$ cat config.mk
export PLATFORM = sky130hd
export DESIGN_NAME = sem_isqrt
export DESIGN_NICKNAME = d
export VERILOG_FILES = /design/src/sem_pkg.sv /design/src/sem_isqrt.sv
export SDC_FILE = /design/constraint.sdc
export NUM_CORES = 2
export LEC_CHECK = 0
export ABC_AREA = 1
export ABC_CLOCK_PERIOD_IN_PS = 5560
export BUFFER_PORTS_ARGS = -buffer_cell sky130_fd_sc_hd__buf_4
export CORE_MARGIN = 4
export CORE_UTILIZATION = 50
export CTS_CLUSTER_DIAMETER = 120
export CTS_CLUSTER_SIZE = 25
export DETAILED_ROUTE_END_ITERATION = 6
export PLACE_DENSITY = 0.76
export SYNTH_ARGS = -nofsm -noshare
export SYNTH_HDL_FRONTEND = slang
export SYNTH_SLANG_ARGS = --single-unit
$ cat constraint.sdc
create_clock -name clk -period 5.56 [get_ports clk]
set_clock_uncertainty 0.05 [all_clocks]
set_input_delay 1.112 -clock clk [delete_from_list [all_inputs] [get_ports clk]]
set_output_delay 1.112 -clock clk [all_outputs]
set_load 0.01 [all_outputs]
$ cat src/sem_pkg.sv
// Shared types, constants and helper functions for the Sobel edge magnitude block.
// Used by sobel_edge_magnitude_rgb, sem_isqrt and the testbench; depends on nothing.
package sem_pkg;

    localparam int DEF_MAX_WIDTH  = 1024;
    localparam int DEF_MAX_HEIGHT = 1024;

    localparam int PIX_W   = 24;
    localparam int CHAN_W  = 8;
    localparam int NCHAN   = 3;
    localparam int GRAD_W  = 11;
    localparam int NORM_W  = 21;
    localparam int CFG_W   = 11;

    // Squared magnitude above which the rounded root would exceed 255.
    localparam logic [NORM_W-1:0] SAT_LIMIT = NORM_W'(255 * 255 + 255);
    localparam logic [CHAN_W-1:0] SAT_VALUE = 8'd255;

    localparam logic CMD_PIXEL = 1'b0;
    localparam logic CMD_DRAIN = 1'b1;

    localparam logic REG_WIDTH  = 1'b0;
    localparam logic REG_HEIGHT = 1'b1;

    typedef logic [PIX_W-1:0]         pixel_t;
    typedef logic [8:0][PIX_W-1:0]    window_t;
    typedef logic [8:0][CHAN_W-1:0]   chan_win_t;
    typedef logic signed [GRAD_W-1:0] grad_t;
    typedef logic [CHAN_W-1:0]        chan_t;

    typedef enum logic [5:0] {
        ST_IDLE = 6'b000001,
        ST_READ = 6'b000010,
        ST_UPD  = 6'b000100,
        ST_GRAD = 6'b001000,
        ST_ROOT = 6'b010000,
        ST_DONE = 6'b100000
    } state_t;

    function automatic grad_t sobel_gx(input chan_win_t w);
        logic signed [GRAD_W:0] acc;
        acc = $signed({4'b0, w[2]}) + ($signed({4'b0, w[5]}) <<< 1) + $signed({4'b0, w[8]})
            - $signed({4'b0, w[0]}) - ($signed({4'b0, w[3]}) <<< 1) - $signed({4'b0, w[6]});
        return grad_t'(acc);
    endfunction

    function automatic grad_t sobel_gy(input chan_win_t w);
        logic signed [GRAD_W:0] acc;
        acc = $signed({4'b0, w[6]}) + ($signed({4'b0, w[7]}) <<< 1) + $signed({4'b0, w[8]})
            - $signed({4'b0, w[0]}) - ($signed({4'b0, w[1]}) <<< 1) - $signed({4'b0, w[2]});
        return grad_t'(acc);
    endfunction

endpackage

$ cat src/sem_isqrt.sv
// Rounded integer square root of Gx^2 + Gy^2 for three channels, saturated at 255.
// One result bit per cycle, then a rounding step. Depends on sem_pkg.
module sem_isqrt
(
    input  logic                 clk,
    input  logic                 rst_n,
    input  logic                 start,
    input  sem_pkg::grad_t       gx [sem_pkg::NCHAN],
    input  sem_pkg::grad_t       gy [sem_pkg::NCHAN],
    output logic                 done,
    output sem_pkg::chan_t       root [sem_pkg::NCHAN]
);

    logic                              busy_reg, busy_next;
    logic                              rnd_reg, rnd_next;
    logic                              done_reg, done_next;
    logic [2:0]                        step_reg;
    logic [sem_pkg::NORM_W-1:0]        n_reg [sem_pkg::NCHAN];
    sem_pkg::chan_t                    s_reg [sem_pkg::NCHAN];
    sem_pkg::chan_t                    s_next [sem_pkg::NCHAN];
    sem_pkg::chan_t                    root_reg [sem_pkg::NCHAN];
    sem_pkg::chan_t                    root_next [sem_pkg::NCHAN];
    logic [sem_pkg::NORM_W-1:0]        n_next [sem_pkg::NCHAN];

    always_comb
    begin
        busy_next = busy_reg;
        rnd_next  = 1'b0;
        done_next = 1'b0;
        if (start)
        begin
            busy_next = 1'b1;
        end
        else if (busy_reg && step_reg == 3'd0)
        begin
            busy_next = 1'b0;
            rnd_next  = 1'b1;
        end
        if (rnd_reg)
        begin
            done_next = 1'b1;
        end
    end

    always_comb
    begin
        logic [sem_pkg::CHAN_W-1:0]          t;
        logic [2*sem_pkg::CHAN_W-1:0]        tt;
        logic [2*sem_pkg::CHAN_W-1:0]        sq;
        logic [2*sem_pkg::CHAN_W:0]          ss;
        logic signed [sem_pkg::NORM_W-1:0]   gxe;
        logic signed [sem_pkg::NORM_W-1:0]   gye;
        for (int c = 0; c < sem_pkg::NCHAN; c++)
        begin
            gxe = sem_pkg::NORM_W'(gx[c]);
            gye = sem_pkg::NORM_W'(gy[c]);
            n_next[c] = sem_pkg::NORM_W'(gxe * gxe + gye * gye);
            t  = s_reg[c] | (sem_pkg::CHAN_W'(1) << step_reg);
            tt = t * t;
            s_next[c] = s_reg[c];
            if ({5'b0, tt} <= n_reg[c])
            begin
                s_next[c] = t;
            end
            sq = s_reg[c] * s_reg[c];
            ss = {1'b0, sq} + {9'b0, s_reg[c]};
            if (n_reg[c] > sem_pkg::SAT_LIMIT)
            begin
                root_next[c] = sem_pkg::SAT_VALUE;
            end
            else if (n_reg[c] > {4'b0, ss})
            begin
                root_next[c] = s_reg[c] + 8'd1;
            end
            else
            begin
                root_next[c] = s_reg[c];
            end
        end
    end

    always_ff @(posedge clk or negedge rst_n)
    begin
        if (!rst_n)
        begin
            busy_reg <= 1'b0;
            rnd_reg  <= 1'b0;
            done_reg <= 1'b0;
            step_reg <= 3'd0;
        end
        else
        begin
            busy_reg <= busy_next;
            rnd_reg  <= rnd_next;
            done_reg <= done_next;
            if (start)
            begin
                step_reg <= 3'd7;
            end
            else if (busy_reg)
            begin
                step_reg <= step_reg - 3'd1;
            end
        end
    end

    always_ff @(posedge clk)
    begin
        for (int c = 0; c < sem_pkg::NCHAN; c++)
        begin
            if (start)
            begin
                n_reg[c] <= n_next[c];
                s_reg[c] <= '0;
            end
            else if (busy_reg)
            begin
                s_reg[c] <= s_next[c];
            end
            if (rnd_reg)
            begin
                root_reg[c] <= root_next[c];
            end
        end
    end

    assign done = done_reg;
    assign root = root_reg;

endmodule

== Yosys cells after proc, flatten, opt, wreduce, memory -nomap -nowiden ==
Memories as Yosys holds them, arrays and structs flattened.
Index checks and enable logic that the tools add are counted.

* Bits in registers: 30
* RAM bits: 87
* Input port bits: 69
* Output and inout port bits: 25
* Word-level logic and storage cells: 72
* Memories: 2

* Add/sub/neg operators: 10
* Multiply operators: 12
* Order comparisons: 9
* Shift-type cells: 1
* Multiplexer cells: 21
* Bitwise gates (word level): 6
* Reductions and logical operators: 4

{| class="wikitable"
|+ Memory list
! memory !! words !! bits a word !! read ports !! clocked after Yosys merged registers in !! write ports !! RTL line !! RTL
|-
| n_reg || 3 || 21 || 3 || 0 || 3 || sem_isqrt.sv:18 || <nowiki>logic [sem_pkg::NORM_W-1:0] n_reg [sem_pkg::NCHAN];</nowiki>
|-
| s_reg || 3 || 8 || 3 || 0 || 3 || sem_isqrt.sv:19 || <nowiki>sem_pkg::chan_t s_reg [sem_pkg::NCHAN];</nowiki>
|}

{| class="wikitable"
|+ Operator list
! operator !! number
|-
| 11-bit by 11-bit multiplier with 21-bit output || 6
|-
| 8-bit by 8-bit multiplier with 16-bit output || 6
|-
| 8-bit 2-to-1 mux || 9
|-
| 21-bit adder || 3
|-
| 21-bit by 16-bit > comparator with 1-bit output (second input constant) || 3
|-
| 21-bit by 17-bit > comparator with 1-bit output || 3
|-
| 16-bit by 21-bit <= comparator with 1-bit output || 3
|-
| 16-bit by 8-bit adder with 17-bit output || 3
|-
| 8-bit by 1-bit adder with 8-bit output (second input constant) || 3
|-
| 8-bit bitwise OR || 3
|-
| 1-bit 2-to-1 mux || 10
|-
| 1-bit by 3-bit << shifter with 8-bit output (first input constant) || 1
|-
| 3-bit 2-to-1 mux || 2
|-
| 2-bit nonzero test || 2
|-
| 3-bit logical NOT || 1
|-
| 1-bit bitwise OR || 3
|-
| 3-bit by 1-bit subtractor with 3-bit output (second input constant) || 1
|-
| 1-bit logical AND || 1
|}

== Longest topological paths before layout ==
* Depth in word-level cells: 6
* Gate-level depth with buffers: 34
* Mapped depth without buffers: 34

== Worst setup path before layout ==
No wires, ideal clock.

* Kind: input to register
* Start: input port gy[11] (netlist name)
* End: memory n_reg[0][41] (netlist name) (data pin)
* Library setup time: 0.252 ns
* Arrival: 6.535 ns
* Required time: 5.258 ns
* Slack: -1.277 ns
* Stages: 22
* Buffers on the path: 1
* Cell sequence: clkbuf_1 nand2_1 inv_1 fa_1 fa_1 inv_1 fa_1 fa_1 inv_1 fa_1 inv_1 fa_1 fa_1 inv_1 ha_1 a21o_1 a31oi_1 o21ai_0 a21oi_1 inv_1 nand2_1 nand2_1

{| class="wikitable"
|+ RTL lines
! what !! RTL line !! RTL
|-
| start, declared || sem_isqrt.sv:9 || <nowiki>input sem_pkg::grad_t gy [sem_pkg::NCHAN],</nowiki>
|-
| end, declared || sem_isqrt.sv:18 ||
|}

==> results.cfg <==
[global_route]
grt_overflow = 0
grt_pass1_vias = 39900
grt_max_degree = 70
grt_usage = 0.249
grt_pass1_wl_um = 187000
antenna_found_initial = 1

[run_status]
violations = negative setup slack
status = finished, violations left

[timing]
drv_slew = 0
hold_viol = 0
whs_ps = 443
worst_pin_slew_ps = 1340
rsz0062_at_grt = yes
fmax_mhz = 160
setup_ws_ps = -683
setup_viol = 90
period_share = 1.12
period_minus_slack_ps = 6240
maxSlewHeadroom = 0.102

[min_path]
hold_path.class = in -> async

[setup_path]
endpoint_kind = flip-flop
required_ps = 5710
path_max_fanout = 9
crit_type = in -> reg
cp-start-kind = input port
arrival_ps = 6390

[flow_run]
maxCapViolCount = 0

[final_layout]
nFillCells = 5792
diodes = 0
drive_above_1_share = 0.301
largest_register_ffs = 63
finalInstanceArea_um2 = 57100
final_nets = 7576
regArea_um2 = 3490
multi_input_area_um2 = 36900
syn_to_final_growth_pct = 31.5

[floorplan]
coreArea_um2 = 85500
core.rowCount = 107
dieArea_um2 = 91500
ios = 94
die_w_um = 303
start_util = 0.507
die_h_um = 303

[detailed_routing]
drtIter0Drc = 2390
via_count = 37300
drc = 0
first_pass_iters = 6
viasPerCell = 5.13
ant_nets = 0
drt-total-wl_um = 120000
routedWlPerCell_um = 16.4

[placement]
place_area_um2 = 51800
post-dp-hpwl_um = 88300
placement.io_buffers = 93
gp_congestion = 0.910

[synthesis]
seq_area_frac_synth = 0.0803
ys_ff_latch = 117
synth_top_area_share = 0.393
synth_area_um2 = 43400
avgSynthCellArea_um2 = 8.28
yosysMostFrequentCell = inv_1
synth_edf_count = 111
async_reset_ff_frac = 0.0513
synth_flop_cell = edfxtp_1
synth_area_leaders = fa_1, ha_1, inv_1
ys_warn_count = 0
synthesis.instances = 5235
synth_top_area_cell = fa_1
yosysUniqueCellTypes = 49
yosys-top-cells-count = inv_1, nand2_1, fa_1, ha_1, nor2_1

[clock_tree]
htreeDepth = 4
cts_tree = built
cts_sinks = 117
clkLatencyLatePin_ps = 440
cts_buffers = 17
cts_hold_buf = 0
cts_buffer_depth = 2
cts-root-buf = clkbuf_16
clk_pin_slew_worst_paths_ps = 60
## kinds of logic (layout without fill, tap and decap cells)
| kind of cell | Yosys count | in the layout | synth area share |
|---|---|---|---|
| simple gates | 1452 | 1457 | 0.141 |
| buf+inv | 1800 | 2698 | 0.156 |
| flops | 117 | 117 | 0.0803 |
| compound gates | 291 | 291 | 0.0379 |
| xor+xnor | 193 | 193 | 0.0390 |
| fa+ha+maj | 1380 | 1380 | 0.545 |
| other cells | 2 | 4 | 0.000173 |
## per-layer routing
| layer | global-route usage | wire (um) | vias to the layer above |
|---|---|---|---|
| met5 | 0 | 13 | - |
| met1 | 0.315 | 45400 | 18400 |
| met3 | 0.0321 | 7460 | 408 |
| li1 | - | - | 17100 |
| met2 | 0.448 | 62000 | 1408 |
| met4 | 0.0735 | 4730 | 2 |
## metrics by stage
stage	TNS [ps]	std cells	util	worst slack [ps]
after floorplan	-29200	5237	-	-945
after global placement	-53110	7107	0.605	-1200
after detailed placement	-61240	7107	0.605	-1360
after CTS	-26040	7227	0.645	-646
after global routing	-52390	7284	0.667	-886
final	-36510	7284	0.667	-683
## final timing paths
kind | from | to | slack [ps] | depth (start not counted)
max in group asynchronous | rst_n | step_reg[1] | 4840 | 1
min | rst_n | busy_reg | 440 | 1
min reg2reg | busy_reg | step_reg[2] | 580 | 2
max reg2reg | step_reg[1] | s_reg[0][1] | -560 | 28
min in group clk | busy_reg | step_reg[2] | 580 | 2
max | gx[10] | n_reg[0][62] | -680 | 24
## final cells by class
class | count | share of cell area
multi-input combinational | 3325 | 0.647
clock buffer | 19 | 0.00759
sequential | 117 | 0.0611
tap | 1144 | 0.0251
inverter | 1702 | 0.113
timing repair buffer | 964 | 0.144
clock inverter | 13 | 0.00232
## cells in the final DEF, fill, tap and decap left out, drive strengths merged, types with 62 or more instances in the layout
cell type  count
xor2         131
inv         1699
nor2         215
edfxtp       111
a21oi        183
ha           529
xnor2         62
buf          963
nand3        166
fa           851
nand2        944
## critical path, stage by stage
cell and delay, ps:
buf_12 130, nand2_2 70, inv_2 60, fa_2 610, inv_2 50, fa_1 540
inv_2 50, fa_1 490, inv_1 70, fa_1 520, inv_2 40, fa_1 530
inv_1 50, fa_1 490, inv_2 40, fa_1 550, ha_4 230, nand2_2 60
nand2_2 60, buf_4 140, a31oi_1 190, o211ai_1 130, nand3_1 110, nand2_1 50
## timing repair
item	CTS	global route
endpoints found under the hold margin	0	0
endpoints found under the setup margin	90	91
setup buffers	86	62
gates cloned	6	2
gates resized for setup	541	423
pin swaps	313	305
Power is left out: the tool's default activity adds up to more than one toggle a clock period on the data nets, which glitch-free logic cannot reach.
